<file path="src/rtl/cpf_pkg.sv">
// ----------------------------------------------------------------------------
// cpf_pkg: shared definitions for the constant pool find-or-add unit
// Holds the result status codes, register indexes, state encoding, the token
// that walks the cell chain and the key comparison used by every cell.
// ----------------------------------------------------------------------------
package cpf_pkg;

  localparam int DEPTH_DEFAULT = 256;
  localparam int KEY_W         = 64;
  localparam int CAP_W         = 9;
  localparam int CFG_IDX_W     = 1;
  localparam int CFG_DATA_W    = 9;
  localparam int OUT_IDX_W     = 8;

  localparam logic [CAP_W-1:0] CAPACITY_RESET = 9'd256;

  localparam logic [CFG_IDX_W-1:0] REG_CAPACITY = 1'd0;
  localparam logic [CFG_IDX_W-1:0] REG_KEY_MODE = 1'd1;

  typedef enum logic [1:0] {
    ST_FOUND = 2'd0,
    ST_ADDED = 2'd1,
    ST_FULL  = 2'd2,
    ST_ZERO  = 2'd3
  } status_t;

  typedef enum logic [1:0] {
    S_IDLE,
    S_SCAN,
    S_RESP
  } state_t;

  typedef struct packed {
    logic active;
    logic found;
  } token_t;

  function automatic logic is_nan(input logic [KEY_W-1:0] b);
    return (b[62:52] == 11'h7FF) && (b[51:0] != 52'd0);
  endfunction

  function automatic logic keys_equal(input logic [KEY_W-1:0] a,
                                      input logic [KEY_W-1:0] b,
                                      input logic             dbl_mode);
    logic [KEY_W-1:0] both;
    both = a | b;
    if (!dbl_mode) begin
      return a == b;
    end
    if (is_nan(a) || is_nan(b)) begin
      return 1'b0;
    end
    if (both[62:0] == 63'd0) begin
      return 1'b1;
    end
    return a == b;
  endfunction

endpackage

</file>
<file path="src/rtl/cpf_cell.sv">
// ----------------------------------------------------------------------------
// cpf_cell: one table entry of the constant pool chain
// Stores one key, compares it with the broadcast key when the scan token
// passes, takes the new key when it is the append slot, and hands the token
// to the next cell in the following cycle.
// ----------------------------------------------------------------------------
module cpf_cell import cpf_pkg::*; #(
  parameter int IDX = 0,
  parameter int CW  = 9,
  parameter int IW  = 8
) (
  input  logic             clk,
  input  logic             rst_n,
  input  logic [KEY_W-1:0] key,
  input  logic             key_mode,
  input  logic [CW-1:0]    fill,
  input  logic             add_en,
  input  token_t           tok_i,
  input  logic [IW-1:0]    idx_i,
  output token_t           tok_o,
  output logic [IW-1:0]    idx_o
);

  localparam logic [CW-1:0] IDX_C  = CW'(IDX);
  localparam logic [IW-1:0] IDX_IW = IW'(IDX);

  logic [KEY_W-1:0] entry_r;
  logic             hit;
  logic             append;
  token_t           tok_r;
  token_t           tok_nxt;
  logic [IW-1:0]    idx_r;
  logic [IW-1:0]    idx_nxt;

  assign hit    = tok_i.active && !tok_i.found && (IDX_C < fill) &&
                  keys_equal(entry_r, key, key_mode);
  assign append = tok_i.active && !tok_i.found && (IDX_C == fill) && add_en;

  always_comb begin
    tok_nxt.active = tok_i.active;
    tok_nxt.found  = tok_i.found | hit;
    idx_nxt        = hit ? IDX_IW : idx_i;
  end

  always_ff @(posedge clk) begin
    if (!rst_n) begin
      tok_r <= '0;
    end else begin
      tok_r <= tok_nxt;
    end
  end

  always_ff @(posedge clk) begin
    idx_r <= idx_nxt;
    if (append) begin
      entry_r <= key;
    end
  end

  assign tok_o = tok_r;
  assign idx_o = idx_r;

endmodule

</file>
<file path="config.mk">
export PLATFORM = sky130hd
export DESIGN_NAME = cpf_cell
export DESIGN_NICKNAME = d
export VERILOG_FILES = /design/src/rtl/cpf_pkg.sv /design/src/rtl/cpf_cell.sv
export SDC_FILE = /design/constraint.sdc
export NUM_CORES = 1
export LEC_CHECK = 0
export BUFFER_PORTS_ARGS = -buffer_cell sky130_fd_sc_hd__buf_2
export CORE_MARGIN = 2
export CORE_UTILIZATION = 40
export CTS_CLUSTER_SIZE = 14
export DETAILED_ROUTE_END_ITERATION = 8
export RECOVER_POWER = 100
export SETUP_SLACK_MARGIN = 0.5
export SYNTH_ARGS = -nofsm -noshare
export SYNTH_HDL_FRONTEND = slang
export SYNTH_SLANG_ARGS = --single-unit
</file>
<file path="constraint.sdc">
create_clock -name clk -period 4.95 [get_ports clk]
set_clock_uncertainty 0.15 [all_clocks]
set_input_delay 0.99 -clock clk [delete_from_list [all_inputs] [get_ports clk]]
set_output_delay 0.99 -clock clk [all_outputs]
set_load 0.01 [all_outputs]
</file>
* After elaboration in Yosys (flattened, before gate mapping) *
Cells that the tools add are included.
Widths: inputs -> output; s select.

word-level totals
  RAM bits = 0
  bits in latches = 0
  output and inout bits = 10
  ROM bits = 0
  register bits after elaboration = 74
  memories kept = 0

cells by class
  multiply operators = 0
  shift-type cells = 0
  muxes and demuxes = 11
  divide/modulo/power cells = 0
  order comparisons = 1
  equality and inequality tests = 3
  reduce and logical (&&, ||, !) cells = 13
  $add $sub $neg = 0
  bitwise operators = 2

operators by type and width
  cell                  count
  $reduce_bool 52->1    2
  $eq 64x64->1          1
  $logic_not 63->1      1
  $or 63x63->63         1
  $eq 11x11->1 const B  2
  $mux 1                11
  $logic_not 9->1       1
  $lt 1x9->1 const A    1
  $logic_and 1x1->1     7
  $logic_not 1->1       1
  $logic_or 1x1->1      1
  $or 1x1->1            1

* Longest topological paths before layout *
Gate-level depths: netlist of run 1.

  word-level depth = 12
  depth in mapped cells = 8
  gate-level depth less buffers = 8

* Worst setup path after synthesis of run 1 *
Ideal clock, no wire load.

  path type = input to register
  start = input port fill[4]
  end = register entry_r[0] (enable)
  cell stages on the path = 3
  library setup time = 487 ps
  required time = 4313 ps
  path slack = 216 ps
  data arrival time = 4097 ps
  cells stage by stage = nor4_1 > nand3_1 > nor2_1

between the ends
  cells in the longest elaborated chain, start to end = 3

ends and longest elaborated chain
  what                             RTL line        text
  start, declared                  cpf_cell.sv:16  input logic [CW-1:0] fill,
  $logic_not 9->1                  cpf_cell.sv:37  assign append = tok_i.active && !tok_i.found && (IDX_C == fill) && add_en;
  $logic_and 1x1->1 (2 in series)  cpf_cell.sv:37
  via append                       cpf_cell.sv:29  logic append;
  end signal, assigned             cpf_cell.sv:56  entry_r <= key;
  end, declared                    cpf_cell.sv:27  logic [KEY_W-1:0] entry_r;

The timed path passes the listed nets, and every way through them passes these cells.
A chain may end at the register's enable or synchronous reset.

* Worst setup path in the final report of run 1 *
  start = input port fill[4]
  end = register entry_r[39] (enable)

The elaborated chain is that of the path after synthesis.

==> results of run 1 <==
-- worst reg2reg max path, cell delays in order (launching register included) --
cell and delay [ps]:
edfxtp_1 400, inv_1 80, ha_1 260, nor4_1 410
nand4_1 180, nor3_1 300, nand4_1 140, a211o_1 420
and2_2 230
-- sequential cells by signal (all words and copies together), names as in the netlist --
signal / count
idx_o: 8
entry_r: 64
tok_o: 2
-- stage by stage --
stage	hold slack, ps	util [%]	area (sq um)
global route	669	49.5	4860
floorplan	674	-	4070
global placement	782	48.3	4740
CTS	665	50.6	4970
finish	681	49.5	4860
detailed placement	843	48.3	4740
-- layer usage --
layer	track usage [%]	vias up
met5	0	-
met2	31.1	85
met1	23.4	1453
met4	6.95	0
li1	-	1516
met3	3.99	17
-- logic make-up (layout without fill, tap and decap cells) --
| logic type | count (synthesis) | after routing | synth area share (%) |
|---|---|---|---|
| xor+xnor | 1 | 1 | 0.215 |
| fa+ha+maj | 63 | 63 | 19.4 |
| simple gates | 106 | 106 | 15.9 |
| flops | 74 | 74 | 52.1 |
| buf+inv | 127 | 241 | 11.7 |
| compound gates | 2 | 2 | 0.707 |
-- power breakdown --
group / leakage, nW / total (mW) / internal [mW] / switching, mW
logic: 1.42 / 0.0991 / 0.0410 / 0.0580
clock network: 0.119 / 0.514 / 0.284 / 0.230
registers: 0.659 / 0.681 / 0.680 / 0.00106
-- layout make-up --
type                            count  area, sq um  area share [%]
Tap cell                          133          166            3.43
Timing Repair Buffer               98          403            8.29
Clock inverter                      2         11.3           0.232
Clock buffer                       14          215            4.43
Inverter                          127          477            9.81
Sequential cell                    74         2120            43.7
Multi-Input combinational cell    172         1460            30.1
-- cell usage in the layout (no fill, tap or decap) --
cell type and n:
nor3_1 3, nor2b_1 1, clkbuf_16 2, and2_0 1
edfxtp_1 64, nor2_1 3, ha_1 63, and4_1 1
clkinv_2 1, inv_4 1, dfxtp_1 10, a211o_1 1
xnor2_1 1, nand3_1 5, clkbuf_1 74, nand2_1 4
nor4_2 1, and2_1 7, clkbuf_8 12, nor4_1 49
a21boi_2 1, buf_4 2, nand4_1 30, buf_2 22
and2_2 1, inv_1 127
-- worst paths after layout --
kind	start	end	slack (ps)	cells after the start
max reg2reg	entry_r[1]	idx_o[7]	2290	8
min reg2reg	entry_r[63]	tok_o[0]	960	6
max	fill[4]	entry_r[39]	1220	5
min	idx_i[2]	idx_o[2]	680	2
==> impl_metrics.py, run 1 <==
metrics = {
    "global_routing": {
        "antenna_found_initial": 0,
        "grt_pass1_wl_mm": 15.6,
        "overflow": 0,
        "grt_max_degree": 26,
        "grtUsageTotal_pct": 18.5,
        "grt_pass1_vias": 3217,
    },
    "timing": {
        "finalCritPeriodShare_pct": 75.3,
        "worst_slack_ps": 1220,
        "setup_violations": 0,
        "drv_slew": 26,
        "min_period_ps": 3730,
        "max_freq_mhz": 268,
        "rsz0062_at_grt": "no",
        "finalHoldViolCount": 0,
        "max_slew_margin_pct": -36.3,
        "setup_tns_ps": 0,
        "worst_pin_slew_ps": 2040,
    },
    "setup_path": {
        "cpMaxStageDelayCell": "nor2_1",
        "crit_type": "primary input to register",
        "path_buf_inv": 2,
        "critPathTopFamily": "simple AND/OR/NAND/NOR gates",
        "worstPathRequired_ps": 4830,
        "cp_max_fo": 25,
        "cp_data_arrival_time_ps": 3600,
        "cpPeakStageDelay_ps": 1540,
        "start_kind": "primary input",
        "cp-end-kind": "register",
        "crit_chain": "buf_2 -> nor4_1 -> nand3_1 -> nor2_1 -> buf_4",
    },
    "clocking": {
        "cts.sinks": 74,
        "cts_buffers": 9,
        "cts.path.max_buffers": 2,
        "postCtsSetupBuffers": 0,
        "cts.repair.resized": 0,
        "cts_tree": "yes",
        "htree_levels": 3,
        "insertion_delay_ps": 350,
        "clkTransAtPathRegs_ps": 80,
        "cts_hold_buf": 0,
        "cts_root_buffer": "clkbuf_8",
    },
    "detailed_routing": {
        "highest_layer": "met4",
        "first_pass_iters": 4,
        "route.met3.wl_microns": 495,
        "drc": 0,
        "drtAntennaViolNets": 0,
        "drt-initial-drc-count": 154,
        "wl_per_cell_microns": 16.1,
        "vias": 3071,
        "wl_met1_mm": 4.44,
        "via_per_inst": 4.95,
        "totalWireLength_mm": 9.95,
        "dr_wl_met2_mm": 4.80,
    },
    "yosys": {
        "yosys.area.top_type": "edfxtp_1",
        "synth.distinct_cells": 18,
        "synth-edff-count": 64,
        "synth.area.top_cells": "edfxtp_1 47%, ha_1 19%, inv_1 12%",
        "ys_warn_count": 0,
        "syn_nets": 523,
        "synth-seq-cells": 74,
        "synth_area_sq_um": 4070,
        "seq_area_frac_synth_pct": 52.1,
        "synth_top_flop_cell": "edfxtp_1",
        "yosysMostFrequentCell": "inv_1",
        "synth_common_cells": "127 x inv_1, 64 x edfxtp_1, 63 x ha_1, 49 x nor4_1, 30 x nand4_1",
        "synth_top_area_share_pct": 47.2,
        "postSynthCellCount": 373,
        "synth.avg_cell_area_sq_um": 10.9,
        "async_reset_ff_share_pct": 0,
    },
    "finish": {
        "drive_gt1_share_pct": 8.83,
        "area_growth_pct": 19.3,
        "nNetsFinal": 632,
        "fill_cells": 958,
        "layout.cells.non_filler": 620,
        "n_antenna_cell": 0,
    },
    "floorplan": {
        "floorplan.initialDensity_pct": 41.5,
        "core_area_sq_um": 9820,
        "io_pins": 97,
        "die-area_sq_um": 11000,
        "num_rows": 36,
        "die_w_microns": 105,
        "die_h_microns": 105,
    },
    "place": {
        "io_buffers": 96,
        "gp_congestion": 0.832,
        "place_ws_ps": 1510,
        "dp_hpwl_mm": 8.12,
        "placed_cells": 604,
    },
    "pwr": {
        "p_leak_nw": 2.20,
        "finalPower_mw": 1.29,
        "ir_drop_v": 0.000119,
        "p_per_area_nw_per_um2": 266,
    },
    "hold_path": {
        "hp-class": "primary input to register",
    },
    "outcome": {
        "violations": "max-capacitance violations, max-slew violations",
        "status": "finished, violations left",
    },
    "flow_run": {
        "cap_violations": 1,
    },
}
Note: power is estimated with default switching activity, not from simulation.
==> inputs of run 2 (changes only) <==
--- a/config.mk
+++ b/config.mk
@@ -5,6 +5,7 @@
 export SDC_FILE = /design/constraint.sdc
 export NUM_CORES = 1
 export LEC_CHECK = 0
+export ABC_AREA = 1
 export BUFFER_PORTS_ARGS = -buffer_cell sky130_fd_sc_hd__buf_2
 export CORE_MARGIN = 2
 export CORE_UTILIZATION = 40
==> constraint.sdc (replaced) <==
create_clock -name clk -period 3.2 [get_ports clk]
set_clock_uncertainty 0.15 [all_clocks]
set_input_delay 0.64 -clock clk [delete_from_list [all_inputs] [get_ports clk]]
set_output_delay 0.64 -clock clk [all_outputs]
set_load 0.01 [all_outputs]
==> impl_metrics.py, run 2 <==
metrics = {
    "yosys": {
        "synth.area.top_cells": "edfxtp_1 43%, ha_1 18%, inv_1 13%",
        "postSynthCellCount": 523,
        "seq_area_frac_synth_pct": 48.0,
        "yosys.area.top_type": "edfxtp_1",
        "synth_top_flop_cell": "edfxtp_1",
        "synth.distinct_cells": 14,
        "ys_warn_count": 0,
        "async_reset_ff_share_pct": 0,
        "syn_nets": 673,
        "synth-edff-count": 64,
        "synth_top_area_share_pct": 43.4,
        "synth_area_sq_um": 4420,
        "synth.avg_cell_area_sq_um": 8.46,
        "synth_common_cells": "150 x inv_1, 127 x nor2_1, 79 x nand2_1, 64 x edfxtp_1, 63 x ha_1",
        "synth-seq-cells": 74,
        "yosysMostFrequentCell": "inv_1",
    },
    "floorplan": {
        "core_area_sq_um": 10800,
        "die_h_microns": 109,
        "num_rows": 38,
        "io_pins": 97,
        "die_w_microns": 109,
        "floorplan.initialDensity_pct": 41.0,
        "die-area_sq_um": 11900,
    },
    "timing": {
        "finalCritPeriodShare_pct": 68.9,
        "finalHoldViolCount": 0,
        "max_slew_margin_pct": 37.0,
        "setup_tns_ps": 0,
        "max_freq_mhz": 454,
        "setup_violations": 0,
        "rsz0062_at_grt": "no",
        "drv_slew": 0,
        "worst_pin_slew_ps": 945,
        "min_period_ps": 2200,
    },
    "clocking": {
        "cts.sinks": 74,
        "cts_buffers": 9,
        "htree_levels": 3,
        "cts.repair.resized": 0,
        "cts.path.max_buffers": 2,
        "cts_hold_buf": 0,
        "cts_root_buffer": "clkbuf_8",
        "insertion_delay_ps": 340,
        "postCtsSetupBuffers": 0,
        "cts_tree": "yes",
        "clkTransAtPathRegs_ps": 80,
    },
    "setup_path": {
        "crit_chain": "clkbuf_1 -> inv_1 -> ha_1 -> nor2_1 -> nand2_1 -> nor2_1 -> nand2_1 -> nor2_1 -> nand2_1 -> a21oi_1 -> nand2_1 -> inv_1 -> nor2_1",
        "critPathTopFamily": "simple AND/OR/NAND/NOR gates",
        "path_depth": 13,
        "r2r_slack_ps": 1140,
        "crit_path_start": "key[31]",
        "worstPathRequired_ps": 3280,
        "start_kind": "primary input",
        "crit_end": "idx_o[7]",
        "cp_max_fo": 8,
        "worstReg2RegEnd": "idx_o[7]",
        "r2r_cells": 12,
        "cp-end-kind": "register",
        "path_buf_inv": 3,
        "crit_type": "primary input to register",
        "cpPeakStageDelay_ps": 300,
        "cp_data_arrival_time_ps": 2290,
        "r2r-start": "entry_r[31]",
        "cpMaxStageDelayCell": "ha_1",
    },
    "finish": {
        "area_growth_pct": 18.3,
        "nNetsFinal": 782,
        "layout.cells.non_filler": 778,
        "layout_commonest_cell": "inv_1",
        "largest_reg_flops": 64,
        "regMostFlops": "entry_r",
        "multi_input_area_sq_um": 1730,
        "drive_gt1_share_pct": 5.97,
        "mostFrequentLayoutCells": "151 x inv_1, 127 x nor2_1, 79 x nand2_1",
        "register_area_sq_um": 2120,
        "fill_cells": 1074,
    },
    "place": {
        "placed_cells": 761,
        "io_buffers": 96,
        "gp_congestion": 0.821,
        "dp_hpwl_mm": 7.47,
    },
    "global_routing": {
        "overflow": 0,
        "grt_max_degree": 36,
        "grt_pass1_vias": 3410,
        "grt_pass1_wl_mm": 15.0,
        "grtUsageTotal_pct": 16.4,
        "antenna_found_initial": 1,
    },
    "detailed_routing": {
        "drt-initial-drc-count": 107,
        "drtAntennaViolNets": 0,
        "wl_per_cell_microns": 11.7,
        "drc": 0,
        "via_per_inst": 4.33,
        "vias": 3365,
        "first_pass_iters": 4,
        "totalWireLength_mm": 9.09,
    },
    "pwr": {
        "ir_drop_v": 0.000231,
        "p_per_area_nw_per_um2": 398,
        "p_leak_nw": 2.56,
    },
    "hold_path": {
        "hp-class": "primary input to register",
    },
    "flow_run": {
        "cap_violations": 0,
    },
    "outcome": {
        "status": "finished clean",
    },
}
run 2: changes by cell type after synthesis, sizes merged, moves of 2 or more:
| cell | before | now |
|---|---|---|
| a21oi | 0 | 2 |
| and2 | 9 | 0 |
| inv | 127 | 151 |
| nand2 | 4 | 79 |
| nand4 | 30 | 17 |
| nor2 | 3 | 127 |
| nor4 | 50 | 0 |
run 2: worst min path at each step:
stage / start / end / slack, ps / cells after the start
4_1_cts: key[51] / entry_r[51] / 320 / 1
5_1_grt: key[48] / entry_r[48] / 320 / 1
3_3_place_gp: entry_r[63] / tok_o[0] / 650 / 7
6_report: key[48] / entry_r[48] / 340 / 1
2_1_floorplan: tok_i[1] / tok_o[1] / 580 / 2
3_5_place_dp: entry_r[63] / tok_o[0] / 670 / 7
run 2: layout make-up:
type | count | area share [%]
clock buffer | 10 | 2.44
timing repair buffer | 98 | 7.68
sequential | 74 | 40.6
antenna | 1 | 0.0478
multi-input combinational | 298 | 33.1
inverter | 151 | 10.8
tap | 140 | 3.35
clock inverter | 6 | 2.01
run 2: routing by layer:
layer / track usage (%) / share of wire [%] / vias to the layer above
met1: 21.3 / 47 / 1479
met2: 26.8 / 47 / 60
met3: 3.53 / 4.6 / 9
met4: 5.97 / 1.4 / 0
li1: - / - / 1817
met5: 0 / 0 / -
run 2: power breakdown:
| part | switching (mW) | internal, mW | leakage (nW) |
|---|---|---|---|
| Combinational | 0.0923 | 0.0671 | 1.79 |
| Sequential | 0.00188 | 1.05 | 0.659 |
| Clock | 0.354 | 0.513 | 0.112 |
| Total | 0.448 | 1.63 | 2.56 |
run 2: kinds of logic (layout without fill, tap and decap cells):
kind of cell	Yosys count	after routing	share of synthesized area, %
xor+xnor	1	1	0.198
fa+ha+maj	63	63	17.8
buf+inv	151	265	12.8
simple gates	231	231	20.8
compound gates	3	3	0.424
other cells	0	1	0
flops	74	74	48.0
run 2: through the flow:
stage          area (sq um)  utilization [%]  total power [mW]  hold slack (ps)  setup slack [ps]
6_report               5230             48.5              2.08              339               996
4_1_cts                5340             49.5              2.12              319              1100
2_1_floorplan          4440                -              1.15              583               181
3_5_place_dp           5110             47.4              1.25              665               739
5_1_grt                5230             48.5              2.17              321               816
3_3_place_gp           5110             47.4              1.25              648               750
run 2: worst reg2reg max path, stage by stage, from the launching register on:
cell      delay (ps)
edfxtp_1         400
inv_1             70
ha_1             220
nor2_1           110
nand2_1           60
nor2_1           130
nand2_1           80
nor2_1           190
nand2_1           90
a21oi_1          120
nand2_1           80
inv_1            190
nor2_1            70
